<file path="src/rtl/dpp_pkg.sv">
// ---------------------------------------------------------------------------
// dpp_pkg
// Widths, register indexes and helpers shared by the depth pixel projector.
// ---------------------------------------------------------------------------
package dpp_pkg;

	// Field widths
	localparam int COL_W      = 12;
	localparam int RAW_W      = 32;
	localparam int DEPTH_W    = 20;
	localparam int CTR_W      = 16;
	localparam int INV_W      = 32;
	localparam int UP_W_CFG   = 32;
	localparam int PNT_W      = 32;
	localparam int CFG_IDX_W  = 3;
	localparam int CFG_DATA_W = 32;

	// Datapath widths
	localparam int MAG_W   = 16;            // |16*u - centre|
	localparam int PROD_W  = MAG_W + DEPTH_W; // offset times depth
	localparam int HI_W    = PROD_W - INV_W;  // bits above the low word
	localparam int T_W     = INV_W + HI_W + 1;
	localparam int Q_W     = T_W - 4;
	localparam int COORD_W = Q_W + 1;         // signed projected coordinate
	localparam int UP_W    = COORD_W + 1;     // room to negate

	// Float decode
	localparam int                FP_PROD_W   = 38;   // 24-bit mantissa times 16000
	localparam logic [7:0]        FP_EXP_INF  = 8'hFF;
	localparam logic [7:0]        FP_EXP_LIM  = 8'd150; // at or above: too far
	localparam logic [7:0]        FP_SHIFT_0  = 8'd39;  // shifts this long round to 0
	localparam logic [13:0]       FP_SCALE    = 14'd16000; // metres to 1/16 mm

	// Configuration register indexes
	typedef enum logic [CFG_IDX_W-1:0] {
		REG_DEPTH_LO    = 3'd0,
		REG_DEPTH_HI    = 3'd1,
		REG_CENTER_COL  = 3'd2,
		REG_CENTER_ROW  = 3'd3,
		REG_INV_FOCAL_X = 3'd4,
		REG_INV_FOCAL_Y = 3'd5,
		REG_MIN_UP      = 3'd6,
		REG_MAX_UP      = 3'd7
	} cfg_idx_t;

	localparam logic [DEPTH_W-1:0] DEPTH_MAX = '1;

	localparam logic signed [COORD_W-1:0] PNT_MAX = COORD_W'(2147483647);
	localparam logic signed [COORD_W-1:0] PNT_MIN = -PNT_MAX - COORD_W'(1);

	// Clamp a projected coordinate to the 32-bit signed output range
	function automatic logic signed [PNT_W-1:0] sat_pnt(input logic signed [COORD_W-1:0] v);
		logic signed [PNT_W-1:0] r;
		if (v > PNT_MAX) begin
			r = PNT_MAX[PNT_W-1:0];
		end else if (v < PNT_MIN) begin
			r = PNT_MIN[PNT_W-1:0];
		end else begin
			r = v[PNT_W-1:0];
		end
		return r;
	endfunction

endpackage

</file>
<file path="src/rtl/dpp_axis.sv">
// ---------------------------------------------------------------------------
// dpp_axis
// One back-projection axis: |offset| * depth * reciprocal / 2^36, magnitude
// rounded half up, sign restored. Three pipeline stages, shared enable.
// ---------------------------------------------------------------------------
module dpp_axis (
	input  logic                             clk,
	input  logic                             en,
	input  logic [dpp_pkg::MAG_W-1:0]        mag,
	input  logic                             neg,
	input  logic [dpp_pkg::DEPTH_W-1:0]      depth,
	input  logic [dpp_pkg::INV_W-1:0]        inv,
	output logic signed [dpp_pkg::COORD_W-1:0] coord
);
	import dpp_pkg::*;

	logic [PROD_W-1:0]        prod_s3;
	logic                     neg_s3;
	logic [2*INV_W-1:0]       lo_s4;
	logic [HI_W+INV_W-1:0]    hi_s4;
	logic                     neg_s4;
	logic [T_W-1:0]           t_sum;
	logic [T_W-1:0]           t_rnd;
	logic signed [COORD_W-1:0] q_pos;
	logic signed [COORD_W-1:0] coord_s5;

	// s3: offset magnitude times depth
	always_ff @(posedge clk) begin
		if (en) begin
			prod_s3 <= PROD_W'(mag) * PROD_W'(depth);
			neg_s3  <= neg;
		end
	end

	// s4: both halves of the product times the Q0.32 reciprocal
	always_ff @(posedge clk) begin
		if (en) begin
			lo_s4  <= (2*INV_W)'(prod_s3[INV_W-1:0]) * (2*INV_W)'(inv);
			hi_s4  <= (HI_W+INV_W)'(prod_s3[PROD_W-1:INV_W]) * (HI_W+INV_W)'(inv);
			neg_s4 <= neg_s3;
		end
	end

	// s5: drop 32 fraction bits, round off four more, restore sign
	assign t_sum = T_W'(hi_s4) + T_W'(lo_s4[2*INV_W-1:INV_W]);
	assign t_rnd = t_sum + T_W'(8);
	assign q_pos = $signed({1'b0, t_rnd[T_W-1:4]});

	always_ff @(posedge clk) begin
		if (en) begin
			coord_s5 <= neg_s4 ? -q_pos : q_pos;
		end
	end

	assign coord = coord_s5;

endmodule

</file>
<file path="config.mk">
export PLATFORM = sky130hd
export DESIGN_NAME = dpp_axis
export DESIGN_NICKNAME = d
export VERILOG_FILES = /design/src/rtl/dpp_pkg.sv /design/src/rtl/dpp_axis.sv
export SDC_FILE = /design/constraint.sdc
export NUM_CORES = 2
export LEC_CHECK = 0
export BUFFER_PORTS_ARGS = -buffer_cell sky130_fd_sc_hd__buf_2
export CAP_MARGIN = 30
export CORE_ASPECT_RATIO = 1.5
export CORE_MARGIN = 3
export CORE_UTILIZATION = 27
export DETAILED_ROUTE_END_ITERATION = 16
export GPL_TIMING_DRIVEN = 1
export HOLD_SLACK_MARGIN = 0.05
export SLEW_MARGIN = 10
export SYNTH_ARGS = -nofsm -noshare
export SYNTH_HDL_FRONTEND = slang
export SYNTH_SLANG_ARGS = --single-unit
</file>
<file path="constraint.sdc">
create_clock -name clk -period 10 [get_ports clk]
set_clock_uncertainty 0.05 [all_clocks]
set_input_delay 2 -clock clk [delete_from_list [all_inputs] [get_ports clk]]
set_output_delay 2 -clock clk [all_outputs]
set_load 0.02 [all_outputs]
</file>
* Word level (Yosys, flattened, before mapping)
Cells that the tools add are included.
** Operators by class
- $add $sub $neg :: 3
- $mul :: 3
- Muxes and demuxes :: 1
** Operator list (count)
- $mul 32x32->64 :: 1
- $add 36x32->37 :: 1
- $add 37x4->37 const B :: 1
- $mul 16x20->36 :: 1
- $mul 4x32->36 :: 1
- $neg 33->34 :: 1
- $mux 33 :: 1
** Word-level totals
- Register bits :: 172
- Input bits :: 71

* Logic depth before layout (Yosys ltp)
- Word-level depth :: 4
- Depth in mapped cells :: 30
- Depth with buffers taken out :: 29

* Worst setup path before layout
No wires, ideal clock.
- Path kind :: input port to flip-flop
- From :: in inv[10] (netlist bit)
- To :: reg lo_s4[62] (data pin)
- Setup time :: 0.266 ns
- Data arrival time :: 9.211 ns
- Path slack :: 0.473 ns
- Stages on the path :: 25
- Cells stage by stage :: clkbuf_1 clkbuf_1 and2_1 fa_1 fa_1 inv_1 fa_1 fa_1 fa_1 inv_1 fa_1 fa_1 fa_1 ha_1 nand4_1 nor2_1 nand4_1 a311oi_1 o2111ai_1 a2111oi_0 o2111ai_1 a311oi_1 a31oi_1 a21boi_0 xor2_1
** Between the ends
- Word-level cells in the longest chain between the ends :: 1
** Ends and longest elaborated chain
- from (decl) :: RTL line dpp_axis.sv:12 : input logic [dpp_pkg::INV_W-1:0] inv,
- $mul 32x32->64 :: RTL line dpp_axis.sv:38 : lo_s4 <= (2*INV_W)'(prod_s3[INV_W-1:0]) * (2*INV_W)'(inv);
- to (signal assigned) :: RTL line dpp_axis.sv:38
- to (decl) :: RTL line dpp_axis.sv:19 : logic [2*INV_W-1:0] lo_s4;
Every way passes these cells.
A chain may end at the register's enable or synchronous reset.

* Final worst setup path
- From :: in inv[5] (netlist bit)
- To :: reg lo_s4[62] (data pin)
Same word-level chain as after synthesis.

==> impl_metrics.env <==
export IMPL_synth_seq_area_share_pct=7.96
export IMPL_postCtsSetupBuffers=0
export IMPL_initial_core_util_pct=27.2
export IMPL_cts_tree="built"
export IMPL_worstMarginPinSlew_ns=1.05
export IMPL_grt_total_usage_pct=15.4
export IMPL_numPortBuffers=104
export IMPL_synthArstFlopShare_pct=0
export IMPL_maxCapViolCount=0
export IMPL_setup_viol_count_final=0
export IMPL_grt_met3_usage_pct=2.48
export IMPL_globalRouteMet2Util_pct=28.0
export IMPL_area_growth_syn_to_layout_pct=8.74
export IMPL_vias_in_the_first_global_route=43500
export IMPL_worst_hold_path_type="reg2reg"
export IMPL_area_contributors_post_synth="sky130_fd_sc_hd__fa_1 46%, sky130_fd_sc_hd__ha_1 11%, sky130_fd_sc_hd__and2_1 8.8%"
export IMPL_synth_seq_cells=140
export IMPL_period_minus_slack_ns=9.62
export IMPL_detailedRoute_firstPassIterationCount=8
export IMPL_dp_hpwl_um=124000
export IMPL_design_final_nets=7394
export IMPL_layout_cell_area_non_filler_um2=57400
export IMPL_synthFlopType="sky130_fd_sc_hd__edfxtp_1"
export IMPL_rr_startpoint="prod_s3[15]"
export IMPL_wl_um=151000
export IMPL_antenna_left=0
export IMPL_netlist_cell_type_count=81
export IMPL_critical_path_max_stage_delay_ns=0.62
export IMPL_timing_final_ws_setup_ns=0.379
export IMPL_cell_count_after_synthesis=5667
export IMPL_syn_mean_instance_area_um2=9.32
export IMPL_fill_cells=20200
export IMPL_dieArea_um2=201000
export IMPL_worstSetupPathType="in2reg"
export IMPL_core_region_area_um2=194000
export IMPL_numClockSinks=140
export IMPL_cts_inserted_buffers=17
export IMPL_post_drt_wl_per_cell_um=18.3
export IMPL_timing_critical_path_from="inv[5]"
export IMPL_clkLatencyLatePin_ns=0.50
export IMPL_number_of_nets_in_the_synthesized_netlist=7414
export IMPL_timing_max_slew_rel_slack_pct=30.2
export IMPL_critical_path_slowest_cell="sky130_fd_sc_hd__fa_1"
export IMPL_synth_cell_area_um2=52800
export IMPL_synth_edf_count=140
export IMPL_critical_path_arrival_ns=9.81
export IMPL_die_width_um=367
export IMPL_cpMostUsedCell="sky130_fd_sc_hd__fa_1"
export IMPL_initialDrtViolationCount=1952
export IMPL_globalRouteOverflowTotal=0
export IMPL_floorplan_rows=198
export IMPL_place_area_um2=56800
export IMPL_ios=105
export IMPL_critPathRequiredTime_ns=10.19
export IMPL_worst_path_max_fanout=22
export IMPL_run_status="finished, final reports clean"
export IMPL_gp_routability_congestion=0.921
export IMPL_drive_above_1_share_pct=5.51
export IMPL_start_kind="input pin"
export IMPL_pre_cts_ws_ns=-0.736
export IMPL_cts_hold_buffers=0
export IMPL_layout_worst_path_cycle_share_pct=96.2
export IMPL_area_leader_netlist="sky130_fd_sc_hd__fa_1"
export IMPL_post_cts_resize_count=1
export IMPL_grt_antenna_before_repair=36
export IMPL_max_freq_ghz=0.104
export IMPL_h_tree_depth=4
export IMPL_grt_start_max_net_pins=84
export IMPL_remaining_routing_drc_violations=0
export IMPL_cp_end_kind="flop"
export IMPL_grt_most_used_layer="met2"
export IMPL_hold_start="neg_s3"
export IMPL_detail_route_vias_per_cell=4.64
export IMPL_clock_tree_root_cell="sky130_fd_sc_hd__clkbuf_16"
export IMPL_final_max_slew_viol_count=0
export IMPL_grt_use_met1_pct=17.6
export IMPL_dr_total_vias=38400
export IMPL_tns_ns=0
export IMPL_clkTransAtPathRegs_ns=0.07
export IMPL_floorplan_die_height_um=548
export IMPL_yosysWarnings=0
export IMPL_finalHoldViolCount=0
export IMPL_clockBufferDepth=2
export IMPL_grt_first_pass_wirelength_um=242000
export IMPL_yosysTopAreaCellShare_pct=45.7
## critical path, delay by kind of cell
kind	cells	cell delay, ns
AOI/OAI and AO/OA	10	2.15
xor gates and xnor gates	1	0.16
adders and majority gates	9	4.30
buffers and inverters	6	0.99
and+or+nand+nor	1	0.17
## cell type report
type	instances	area, um2	share of cell area, %
multi-input combinational	4013	43000	74.8
inverter	1224	4590	8.00
sequential	140	4200	7.32
tap	2600	3250	5.66
timing repair buffer	251	1830	3.19
clock buffer	17	425	0.741
clock inverter	15	151	0.264
antenna	10	25.0	0.0436
## stage by stage
stage	std cells	utilization, %	hold WS [ns]
floorplan	5667	-	0.350
global placement	8224	29.2	0.358
detailed placement	8226	29.2	0.369
CTS	8258	29.5	0.384
global route	8260	29.6	0.396
finish	8270	29.6	0.380
## path summary, 6_finish.rpt
| path | slack (ns) | end | depth (start not counted) |
|---|---|---|---|
| worst max-delay path | 0.38 | lo_s4[62] | 27 |
| worst min-delay path | 0.38 | neg_s4 | 0 |
| worst max register to register | 1.01 | lo_s4[62] | 29 |
| worst min register to register | 0.38 | neg_s4 | 0 |
## Yosys cell counts, types with 5 or more instances
| library cell | n |
|---|---|
| sky130_fd_sc_hd__o31ai_1 | 11 |
| sky130_fd_sc_hd__or3_1 | 10 |
| sky130_fd_sc_hd__a21oi_1 | 138 |
| sky130_fd_sc_hd__nor3_1 | 24 |
| sky130_fd_sc_hd__a211o_1 | 7 |
| sky130_fd_sc_hd__nor2_1 | 79 |
| sky130_fd_sc_hd__o21a_1 | 23 |
| sky130_fd_sc_hd__nand3_1 | 29 |
| sky130_fd_sc_hd__a21o_1 | 56 |
| sky130_fd_sc_hd__and3_1 | 16 |
| sky130_fd_sc_hd__ha_1 | 471 |
| sky130_fd_sc_hd__nand4_1 | 16 |
| sky130_fd_sc_hd__nor2b_1 | 19 |
| sky130_fd_sc_hd__edfxtp_1 | 140 |
| sky130_fd_sc_hd__and2_1 | 739 |
| sky130_fd_sc_hd__xnor2_1 | 97 |
| sky130_fd_sc_hd__a311o_1 | 5 |
| sky130_fd_sc_hd__clkbuf_1 | 283 |
| sky130_fd_sc_hd__o21ai_0 | 60 |
| sky130_fd_sc_hd__fa_1 | 1205 |
| sky130_fd_sc_hd__o21bai_1 | 20 |
| sky130_fd_sc_hd__nand2b_1 | 14 |
| sky130_fd_sc_hd__inv_1 | 1224 |
| sky130_fd_sc_hd__a31oi_1 | 18 |
| sky130_fd_sc_hd__nand2_1 | 805 |
| sky130_fd_sc_hd__a211oi_1 | 10 |
| sky130_fd_sc_hd__o211ai_1 | 9 |
| sky130_fd_sc_hd__xor2_1 | 44 |
## cells by family (layout without fill, tap and decap cells)
group,count (synthesis),after routing,share of synthesized area (%)
AOI/OAI and AO/OA,408,408,5.02
xor gates and xnor gates,141,141,2.34
adders and majority gates,1676,1676,56.8
buffers and inverters,1514,1507,10.8
DFF,140,140,7.96
muxes,1,1,0.0189
other,0,10,0
and+or+nand+nor,1787,1787,17.0
## layout by cell type, fill, tap and decap left out, types with 56 or more instances in the layout
cell,count
sky130_fd_sc_hd__and2_1,739
sky130_fd_sc_hd__fa_1,1205
sky130_fd_sc_hd__o21ai_0,60
sky130_fd_sc_hd__buf_4,130
sky130_fd_sc_hd__buf_2,100
sky130_fd_sc_hd__nor2_1,79
sky130_fd_sc_hd__xnor2_1,97
sky130_fd_sc_hd__a21oi_1,138
sky130_fd_sc_hd__ha_1,471
sky130_fd_sc_hd__edfxtp_1,140
sky130_fd_sc_hd__a21o_1,56
sky130_fd_sc_hd__inv_1,1224
sky130_fd_sc_hd__nand2_1,805
## state kept, by name, summed over array words and instances (netlist names)
| signal | count |
|---|---|
| lo_s4 | 32 |
| neg_s3 | 1 |
| coord | 34 |
| prod_s3 | 36 |
| hi_s4 | 36 |
| neg_s4 | 1 |
## metal layers
layer | wire length (um) | part of all wire, % | vias to the layer above
li1 | - | - | 16900
met1 | 56800 | 38 | 19900
met2 | 78000 | 51 | 1280
met3 | 9340 | 6.2 | 395
met4 | 7180 | 4.7 | 24
met5 | 147 | 0.097 | -
Power is left out: the tool's default activity adds up to more than one toggle a clock period on the data nets, which glitch-free logic cannot reach.
